<file path="src/rtl/bffa_pkg.sv">
// Shared constants, codes and types of the bitmap first-free allocator.
package bffa_pkg;

    // Map geometry
    localparam int MAX_ITEMS = 1024;
    localparam int WORD_W    = 32;
    localparam int BSEL_W    = $clog2(WORD_W);
    localparam int MAP_WORDS = (MAX_ITEMS + WORD_W - 1) / WORD_W;
    localparam int WADDR_W   = (MAP_WORDS > 1) ? $clog2(MAP_WORDS) : 1;
    localparam int MAP_DEPTH = 1 << WADDR_W;
    localparam int BIT_W     = WADDR_W + BSEL_W;
    // Width wide enough to compare item indexes against the 11-bit limit
    localparam int CMP_W     = (BIT_W + 1 > 12) ? (BIT_W + 1) : 12;
    localparam int AVAIL_W   = BSEL_W + 1;

    // Field widths
    localparam int FIELD_W   = 11;
    localparam int STATUS_W  = 2;
    localparam int OUT_W     = STATUS_W + FIELD_W + FIELD_W;

    // Count bounds and reset values
    localparam int COUNT_LIMIT_I = (MAX_ITEMS < 2047) ? MAX_ITEMS : 2047;
    localparam logic [FIELD_W-1:0] COUNT_LIMIT = FIELD_W'(COUNT_LIMIT_I);
    localparam logic [FIELD_W-1:0] ITEMS_RESET = 11'd1024;
    localparam logic [FIELD_W-1:0] INIT_FREE_RESET = 11'd1024;
    localparam logic [FIELD_W-1:0] FREE_RESET =
        (1024 > COUNT_LIMIT_I) ? COUNT_LIMIT : 11'd1024;

    // Request kinds
    localparam logic MODE_ALLOC = 1'b0;
    localparam logic MODE_FREE  = 1'b1;

    // Register indexes
    localparam logic REG_ITEM_COUNT   = 1'b0;
    localparam logic REG_INITIAL_FREE = 1'b1;

    typedef enum logic [STATUS_W-1:0] {
        ST_OK    = 2'd0,
        ST_FULL  = 2'd1,
        ST_RANGE = 2'd2
    } status_t;

    // Request into the word unit
    typedef struct packed {
        logic                op;     // MODE_ALLOC or MODE_FREE
        logic [WORD_W-1:0]   word;   // map word as read
        logic [AVAIL_W-1:0]  avail;  // bits of this word below the limit
        logic [BSEL_W-1:0]   pos;    // bit to clear on free
    } word_req_t;

    // Answer from the word unit
    typedef struct packed {
        logic                found;  // clear bit found (allocate)
        logic [BSEL_W-1:0]   pos;    // lowest clear bit
        logic [WORD_W-1:0]   wdata;  // word to write back
    } word_res_t;

endpackage

</file>
<file path="src/rtl/bffa_map.sv">
// Allocation bitmap storage: one map word per row, registered read, row valid bits.
module bffa_map
    import bffa_pkg::*;
(
    input  logic                aclk,
    input  logic                aresetn,
    input  logic [WADDR_W-1:0]  rd_addr,
    input  logic                wr_en,
    input  logic [WADDR_W-1:0]  wr_addr,
    input  logic [WORD_W-1:0]   wr_data,
    output logic [WORD_W-1:0]   rd_data
);

    logic [WORD_W-1:0]    mem [MAP_DEPTH];
    logic [MAP_DEPTH-1:0] row_valid_reg;
    logic [WORD_W-1:0]    rd_data_reg;
    logic                 rd_valid_reg;

    // Word array, one write and one read port
    always_ff @(posedge aclk) begin
        if (wr_en) begin
            mem[wr_addr] <= wr_data;
        end
        rd_data_reg <= mem[rd_addr];
    end

    // Rows never written since reset read as all free
    always_ff @(posedge aclk) begin
        if (!aresetn) begin
            row_valid_reg <= '0;
            rd_valid_reg  <= 1'b0;
        end else begin
            if (wr_en) begin
                row_valid_reg[wr_addr] <= 1'b1;
            end
            rd_valid_reg <= row_valid_reg[rd_addr];
        end
    end

    assign rd_data = rd_valid_reg ? rd_data_reg : '0;

endmodule

</file>
<file path="src/rtl/bffa_word_unit.sv">
// Shared word unit: lowest clear bit below the limit, and bit set/clear for write-back.
module bffa_word_unit
    import bffa_pkg::*;
(
    input  word_req_t req,
    output word_res_t res
);

    logic [WORD_W-1:0] in_range;
    logic [WORD_W-1:0] eff;
    logic [BSEL_W-1:0] hit_pos;
    logic              hit;
    logic [BSEL_W-1:0] mod_pos;

    // Bits at or above the limit count as used
    always_comb begin
        if (req.avail >= AVAIL_W'(WORD_W)) begin
            in_range = '1;
        end else begin
            in_range = (WORD_W'(1) << req.avail[BSEL_W-1:0]) - WORD_W'(1);
        end
        eff = req.word | ~in_range;
    end

    // Priority encoder, lowest clear bit wins
    always_comb begin
        hit     = 1'b0;
        hit_pos = '0;
        for (int i = WORD_W - 1; i >= 0; i--) begin
            if (!eff[i]) begin
                hit     = 1'b1;
                hit_pos = BSEL_W'(i);
            end
        end
    end

    // Modified word for write-back
    assign mod_pos = (req.op == MODE_ALLOC) ? hit_pos : req.pos;

    always_comb begin
        res.found = hit;
        res.pos   = hit_pos;
        if (req.op == MODE_ALLOC) begin
            res.wdata = req.word | (WORD_W'(1) << mod_pos);
        end else begin
            res.wdata = req.word & ~(WORD_W'(1) << mod_pos);
        end
    end

endmodule

</file>
<file path="src/rtl/bitmap_first_free_allocator.sv">
// Top level of the bitmap first-free allocator: stream ports, register port, sequencer.
//
// Each request is one transaction in and one result transaction out. An allocate
// scans the map one 32-bit word per cycle from word 0 up, with at least one word
// read, and stops early when a free item is found; a free reads and writes back
// only the word that holds its item, and an out-of-range number reads no word.
// The single read port of the map memory sets this rate.
// One request is worked at a time, but the next may be accepted while a result
// still waits on m_tready.
// The map needs no clearing pass after reset: per-row valid bits make every item
// read as free until its row is first written. Registers: item_count at 0x0,
// initial_free at 0x4 (writing it reloads the free count).
module bitmap_first_free_allocator
    import bffa_pkg::*;
(
    input  logic                aclk,
    input  logic                aresetn,
    // Request stream
    input  logic                s_tvalid,
    output logic                s_tready,
    input  logic [15:0]         s_tdata,   // [10:0] item_number, [15:11] zero
    input  logic [0:0]          s_tuser,   // [0] mode
    // Result stream
    output logic                m_tvalid,
    input  logic                m_tready,
    output logic [OUT_W-1:0]    m_tdata,   // [1:0] status, [12:2] allocated_number,
                                           // [23:13] free_count
    // Register port
    input  logic                psel,
    input  logic                penable,
    input  logic                pwrite,
    input  logic [2:0]          paddr,
    input  logic [31:0]         pwdata,
    output logic [31:0]         prdata,
    output logic                pready
);

    typedef enum logic [2:0] {
        S_IDLE = 3'b001,
        S_RUN  = 3'b010,
        S_DONE = 3'b100
    } state_t;

    state_t               state_reg, state_next;
    logic                 mode_reg, mode_next;
    logic [WADDR_W-1:0]   word_addr_reg, word_addr_next;
    logic [WADDR_W-1:0]   data_addr_reg;
    logic                 pend_reg, pend_next;
    logic [BSEL_W-1:0]    free_pos_reg, free_pos_next;
    status_t              status_reg, status_next;
    logic [FIELD_W-1:0]   alloc_reg, alloc_next;
    logic [FIELD_W-1:0]   free_cnt_reg, free_cnt_next;
    logic [FIELD_W-1:0]   item_count_reg;
    logic [FIELD_W-1:0]   initial_free_reg;
    logic                 m_tvalid_reg, m_tvalid_next;
    logic [OUT_W-1:0]     m_tdata_reg, m_tdata_next;

    logic                 in_xfer;
    logic                 cfg_wr;
    logic [FIELD_W-1:0]   limit;
    logic [FIELD_W-1:0]   num;
    logic [BIT_W-1:0]     num_idx;
    logic [CMP_W-1:0]     base;
    logic [CMP_W-1:0]     lim_w;
    logic [CMP_W-1:0]     rem;
    logic                 last_word;
    logic                 map_wr;
    logic [WORD_W-1:0]    map_rdata;
    word_req_t            wu_req;
    word_res_t            wu_res;

    // Handshakes
    assign in_xfer  = s_tvalid && s_tready;
    assign s_tready = (state_reg == S_IDLE);
    assign pready   = 1'b1;
    assign cfg_wr   = psel && penable && pwrite && pready;

    // Register file
    always_ff @(posedge aclk) begin
        if (!aresetn) begin
            item_count_reg   <= ITEMS_RESET;
            initial_free_reg <= INIT_FREE_RESET;
        end else if (cfg_wr) begin
            if (paddr[2] == REG_ITEM_COUNT) begin
                item_count_reg <= pwdata[FIELD_W-1:0];
            end else begin
                initial_free_reg <= pwdata[FIELD_W-1:0];
            end
        end
    end

    assign prdata = (paddr[2] == REG_INITIAL_FREE) ? 32'(initial_free_reg)
                                                   : 32'(item_count_reg);

    // Active item limit and index arithmetic
    assign limit   = (item_count_reg > COUNT_LIMIT) ? COUNT_LIMIT : item_count_reg;
    assign num     = s_tdata[FIELD_W-1:0];
    assign num_idx = BIT_W'(num - FIELD_W'(1));
    assign base    = CMP_W'({data_addr_reg, {BSEL_W{1'b0}}});
    assign lim_w   = CMP_W'(limit);
    assign rem     = lim_w - base;
    assign last_word = (base + CMP_W'(WORD_W)) >= lim_w;

    // Shared word unit
    always_comb begin
        wu_req.op   = mode_reg;
        wu_req.word = map_rdata;
        wu_req.pos  = free_pos_reg;
        if (lim_w <= base) begin
            wu_req.avail = '0;
        end else if (rem >= CMP_W'(WORD_W)) begin
            wu_req.avail = AVAIL_W'(WORD_W);
        end else begin
            wu_req.avail = rem[AVAIL_W-1:0];
        end
    end

    bffa_word_unit u_word_unit (
        .req (wu_req),
        .res (wu_res)
    );

    assign map_wr = (state_reg == S_RUN) && pend_reg &&
                    ((mode_reg == MODE_FREE) || wu_res.found);

    bffa_map u_map (
        .aclk    (aclk),
        .aresetn (aresetn),
        .rd_addr (word_addr_reg),
        .wr_en   (map_wr),
        .wr_addr (data_addr_reg),
        .wr_data (wu_res.wdata),
        .rd_data (map_rdata)
    );

    // Sequencer
    always_comb begin
        state_next     = state_reg;
        mode_next      = mode_reg;
        word_addr_next = word_addr_reg;
        pend_next      = pend_reg;
        free_pos_next  = free_pos_reg;
        status_next    = status_reg;
        alloc_next     = alloc_reg;
        free_cnt_next  = free_cnt_reg;
        m_tvalid_next  = m_tvalid_reg;
        m_tdata_next   = m_tdata_reg;

        // Result taken downstream
        if (m_tvalid_reg && m_tready) begin
            m_tvalid_next = 1'b0;
        end

        unique case (state_reg)
            S_IDLE: begin
                if (in_xfer) begin
                    mode_next  = s_tuser[0];
                    pend_next  = 1'b0;
                    alloc_next = '0;
                    if (s_tuser[0] == MODE_ALLOC) begin
                        word_addr_next = '0;
                        state_next     = S_RUN;
                    end else if (num == '0 || num > limit) begin
                        status_next = ST_RANGE;
                        state_next  = S_DONE;
                    end else begin
                        word_addr_next = num_idx[BIT_W-1:BSEL_W];
                        free_pos_next  = num_idx[BSEL_W-1:0];
                        state_next     = S_RUN;
                    end
                end
            end
            S_RUN: begin
                // Read of the next word overlaps evaluation of the current one
                word_addr_next = word_addr_reg + WADDR_W'(1);
                pend_next      = 1'b1;
                if (pend_reg) begin
                    if (mode_reg == MODE_FREE) begin
                        status_next = ST_OK;
                        if (free_cnt_reg < COUNT_LIMIT) begin
                            free_cnt_next = free_cnt_reg + FIELD_W'(1);
                        end
                        state_next = S_DONE;
                    end else if (wu_res.found) begin
                        status_next = ST_OK;
                        alloc_next  = FIELD_W'(base + CMP_W'(wu_res.pos) + CMP_W'(1));
                        if (free_cnt_reg != '0) begin
                            free_cnt_next = free_cnt_reg - FIELD_W'(1);
                        end
                        state_next = S_DONE;
                    end else if (last_word) begin
                        status_next = ST_FULL;
                        state_next  = S_DONE;
                    end
                end
            end
            S_DONE: begin
                // Load the output register once it is free
                if (!m_tvalid_reg || m_tready) begin
                    m_tvalid_next = 1'b1;
                    m_tdata_next  = {free_cnt_reg, alloc_reg, status_reg};
                    state_next    = S_IDLE;
                end
            end
            default: begin
                state_next = S_IDLE;
            end
        endcase

        // Register write reloads the free count
        if (cfg_wr && paddr[2] == REG_INITIAL_FREE) begin
            free_cnt_next = (pwdata[FIELD_W-1:0] > COUNT_LIMIT) ? COUNT_LIMIT
                                                                : pwdata[FIELD_W-1:0];
        end
    end

    // Control state
    always_ff @(posedge aclk) begin
        if (!aresetn) begin
            state_reg    <= S_IDLE;
            pend_reg     <= 1'b0;
            m_tvalid_reg <= 1'b0;
            free_cnt_reg <= FREE_RESET;
        end else begin
            state_reg    <= state_next;
            pend_reg     <= pend_next;
            m_tvalid_reg <= m_tvalid_next;
            free_cnt_reg <= free_cnt_next;
        end
    end

    // Payload
    always_ff @(posedge aclk) begin
        mode_reg      <= mode_next;
        word_addr_reg <= word_addr_next;
        data_addr_reg <= word_addr_reg;
        free_pos_reg  <= free_pos_next;
        status_reg    <= status_next;
        alloc_reg     <= alloc_next;
        m_tdata_reg   <= m_tdata_next;
    end

    assign m_tvalid = m_tvalid_reg;
    assign m_tdata  = m_tdata_reg;

endmodule

</file>
<file path="config.mk">
export PLATFORM = sky130hd
export DESIGN_NAME = bitmap_first_free_allocator
export DESIGN_NICKNAME = d
export VERILOG_FILES = /design/src/rtl/bffa_pkg.sv /design/src/rtl/bffa_map.sv /design/src/rtl/bffa_word_unit.sv /design/src/rtl/bitmap_first_free_allocator.sv
export SDC_FILE = /design/constraint.sdc
export NUM_CORES = 2
export LEC_CHECK = 0
export ABC_CLOCK_PERIOD_IN_PS = 9800
export BUFFER_PORTS_ARGS = -buffer_cell sky130_fd_sc_hd__buf_2
export CORE_ASPECT_RATIO = 1.4
export CORE_MARGIN = 5
export CORE_UTILIZATION = 62
export DETAILED_ROUTE_END_ITERATION = 7
export GPL_ROUTABILITY_DRIVEN = 0
export GPL_TIMING_DRIVEN = 0
export PLACE_DENSITY = 0.79
export RECOVER_POWER = 25
export SKIP_CTS_REPAIR_TIMING = 1
export SYNTH_ARGS = -nofsm -noshare
export SYNTH_HDL_FRONTEND = slang
export SYNTH_HIERARCHICAL = 1
export SYNTH_SLANG_ARGS = --single-unit
</file>
<file path="constraint.sdc">
create_clock -name aclk -period 9.8 [get_ports aclk]
set_input_delay 2.94 -clock aclk [delete_from_list [all_inputs] [get_ports aclk]]
set_output_delay 2.94 -clock aclk [all_outputs]
set_load 0.03 [all_outputs]
</file>
==> out/qor.txt <==
Status: finished with violations
Violated checks: DRC, capacitance limit, slew limit
Crit path largest cell delay: 1.19 ns
Final net count: 2869
Worst clock skew: 0.0336 ns
Yosys warning count: 6
H-tree Lvls: 3
FF-to-FF setup slack: 0.46 ns
Most used flip-flop cell after synthesis: edfxtp_1
Type of origin of the critical path: register
Compound-Gate Fraction of Synth Area: 0.0477
FF-to-FF path depth: 28
Final ANT Viol Nets: 0
Vias in the first global route: 28800
Simple-gate area share of the yosys netlist: 0.0444
Max Cap Violations: 1
Final min period: 9.34 ns
Avg Synthesized Cell Area: 19.2 µm²
Distinct cells, synth: 104
Relative slew slack: -0.0637
Total core area: 77700 µm²
Setup CP Type: reg -> reg
CTS tree: done
Slowest stage cell, crit path: nor2_4
Post-synth EDFFs: 1072
Row cnt: 121
Synth Area in Adders: 0.0104
Vias per inst: 7.16
Tot GR Track Use: 0.331
Final hold vios: 0
Pre-Repair DR Iteration Count: 8
Maximum vdd ir drop: 0.137 mV
Ports: 118
RSZ-0062 raised after global routing: no
Initial DRC Count: 4322
DIE AREA: 83800 µm²
Die W: 246 µm
Mux share of post-synthesis cell area: 0.163
Worst slew pin tran: 1.57 ns
Fin. max-slew vios: 17
Grt ovf: 0
Pin count of the biggest net entering global routing: 33
PD cells: 201 nW/µm²
Root Buffer: clkbuf_16
Sequential fraction of the synthesis area: 0.710
Synth async-reset ratio: 0
#FFs+latches synth: 1180
Clk sinks: 1180
Largest register FFs: 1024
Hold Path Depth: 0
Initial core utilization: 0.623
Layout cells sized above 1: 0.266
Area grow syn2layout: 13.5%
F_max: 0.107 GHz
Post-synth design cell area: 48400 µm²
Tcrit/Tclk final: 0.953
Final setup fails: 0
CP Data Required Time: 10.17 ns
Main combinational cell family by area after synthesis: multiplexers
Drc violations: 82
Vias post-DR: 27900
First-pass GRT wire length: 198 mm
XOR/XNOR Fraction of Synth Area: 0.00507
Total CTS buffers: 101
Post-DP HPWL: 86.4 mm
Leak: 17.7 nW
CP Capture Type: register
Crit-path max FO: 21
Mapped Cells: 2524
Min Hold Slack: 0.417 ns
CTS Buffer Depth: 3
Sum of negative setup slack: 0 ns
I/O Buffers: 66
Final WL: 138 mm
Clock insertion delay at the later pin of the skew report: 0.69 ns
Worst min-delay path class: reg -> reg
Antenna violations before repair: 2
Routed length per instance: 35.4 µm
Tot Pwr: 11.0 mW
Die height: 341 µm
Clock transition at path regs: 0.07 ns
Worst EP arrival: 9.71 ns
[through the flow]
step | cells | util | setup slack (ns) | instance area [µm²]
2_1_floorplan | 2544 | - | 2.25 | 48500
3_3_place_gp | 3655 | 0.645 | -1.02 | 50100
3_5_place_dp | 3713 | 0.666 | 0.761 | 51700
4_1_cts | 3901 | 0.709 | 0.646 | 55100
5_1_grt | 3902 | 0.707 | 0.0819 | 54900
6_report | 3902 | 0.707 | 0.465 | 54900
[cell families (layout without fill, tap and decap cells)]
group,Yosys count,after routing
flip-flops,1180,1180
AND/OR/NAND/NOR,400,400
multiplexers,376,376
AO/OA/AOI/OAI,313,313
buffers and inverters,186,498
adder cells (fa/ha/maj),39,39
XOR/XNOR,28,28
other,2,23
[cell usage in the layout (no fill, tap or decap), types with 11 or more instances in the layout]
cell	count
dfxtp_1	108
clkbuf_16	106
inv_1	32
o21a_1	41
clkbuf_1	130
xnor2_1	15
buf_4	36
nor3_1	21
o21ai_0	34
ha_1	37
nand3b_1	11
buf_1	14
nand3_1	34
a21boi_0	22
edfxtp_1	1072
a31oi_1	14
clkinv_1	14
and2_1	37
clkinv_2	12
clkbuf_8	12
nand2_1	111
buf_16	19
mux4_2	326
buf_12	16
xor2_1	13
conb_1	22
o31ai_1	22
nor2_1	55
buf_2	59
nor2_4	32
a21oi_1	52
mux2_2	35
o211ai_1	13
buf_8	17
[metal layers]
metal	vias up	wire length (µm)	GRT usage
met3	678	13900	0.0674
met5	-	0	0
met1	14100	43100	0.389
met2	2352	68100	0.545
met4	0	12800	0.239
li1	10800	-	-
[where the power goes]
part	total [mW]	switching, mW	internal (mW)
Sequential	5.68	0.0438	5.63
Clock	4.10	1.80	2.29
Combinational	1.27	0.792	0.478
[critical path: cells and delay by family, from the launching register on]
| family | cells | cell delay, ns |
|---|---|---|
| adders and majority gates | 2 | 0.63 |
| AOI/OAI and AO/OA | 7 | 2.20 |
| buffers and inverters | 7 | 1.54 |
| and+or+nand+nor | 12 | 4.08 |
| DFF | 1 | 0.51 |
[final timing paths]
path / to / startpoint
max: u_map/mem[2][21]$_DFFE_PP_ / item_count_reg[10]$_SDFFE_PN1P_
min reg2reg: m_tdata[3]$_DFFE_PP_ / alloc_reg[1]$_SDFFCE_PN0P_
min: m_tdata[3]$_DFFE_PP_ / alloc_reg[1]$_SDFFCE_PN0P_
max reg2reg: u_map/mem[2][21]$_DFFE_PP_ / item_count_reg[10]$_SDFFE_PN1P_
[synthesized netlist by cell type, types with 5 or more instances]
library cell,number,share of area
dfxtp_1,108,0.045
o21bai_1,5,0.00078
a31oi_1,14,0.0018
xor2_1,13,0.0024
nor3_2,5,0.0010
a21oi_1,52,0.0054
xnor2_1,15,0.0027
inv_1,32,0.0025
ha_1,37,0.0096
edfxtp_1,1072,0.67
nor3_1,20,0.0021
or4_1,6,0.00093
a41oi_1,8,0.0014
nand3b_1,11,0.0017
buf_2,35,0.0036
a211oi_1,9,0.0014
o21a_1,41,0.0064
o22ai_1,6,0.00078
a21o_1,9,0.0014
nand2b_1,6,0.00078
mux2i_1,10,0.0021
o21ai_1,9,0.00093
a32o_1,5,0.0010
o21ai_0,36,0.0037
nand4_1,6,0.00078
mux2_2,40,0.0093
nand2_1,111,0.0086
or3_1,9,0.0012
o211ai_1,13,0.0020
nor3b_1,5,0.00078
nor4_1,9,0.0012
buf_4,36,0.0056
a21boi_0,22,0.0034
clkbuf_1,56,0.0043
buf_6,8,0.0019
nor2_1,88,0.0068
and2_1,37,0.0048
mux4_2,326,0.15
o31ai_1,28,0.0043
buf_1,17,0.0013
nand3_1,34,0.0035
nor2b_1,10,0.0013
[area by class of cell]
type | instances | area [µm²]
plain buffers | 152 | 810
inverters | 34 | 128
repair buffers | 124 | 1410
diodes | 1 | 2.50
multi-input cells | 1178 | 13500
fillers | 4383 | 22800
clock inverters | 43 | 450
clock buffers | 145 | 2920
flip-flops and latches | 1180 | 34400
well taps | 1045 | 1310
(Power assumes the default switching activity.)
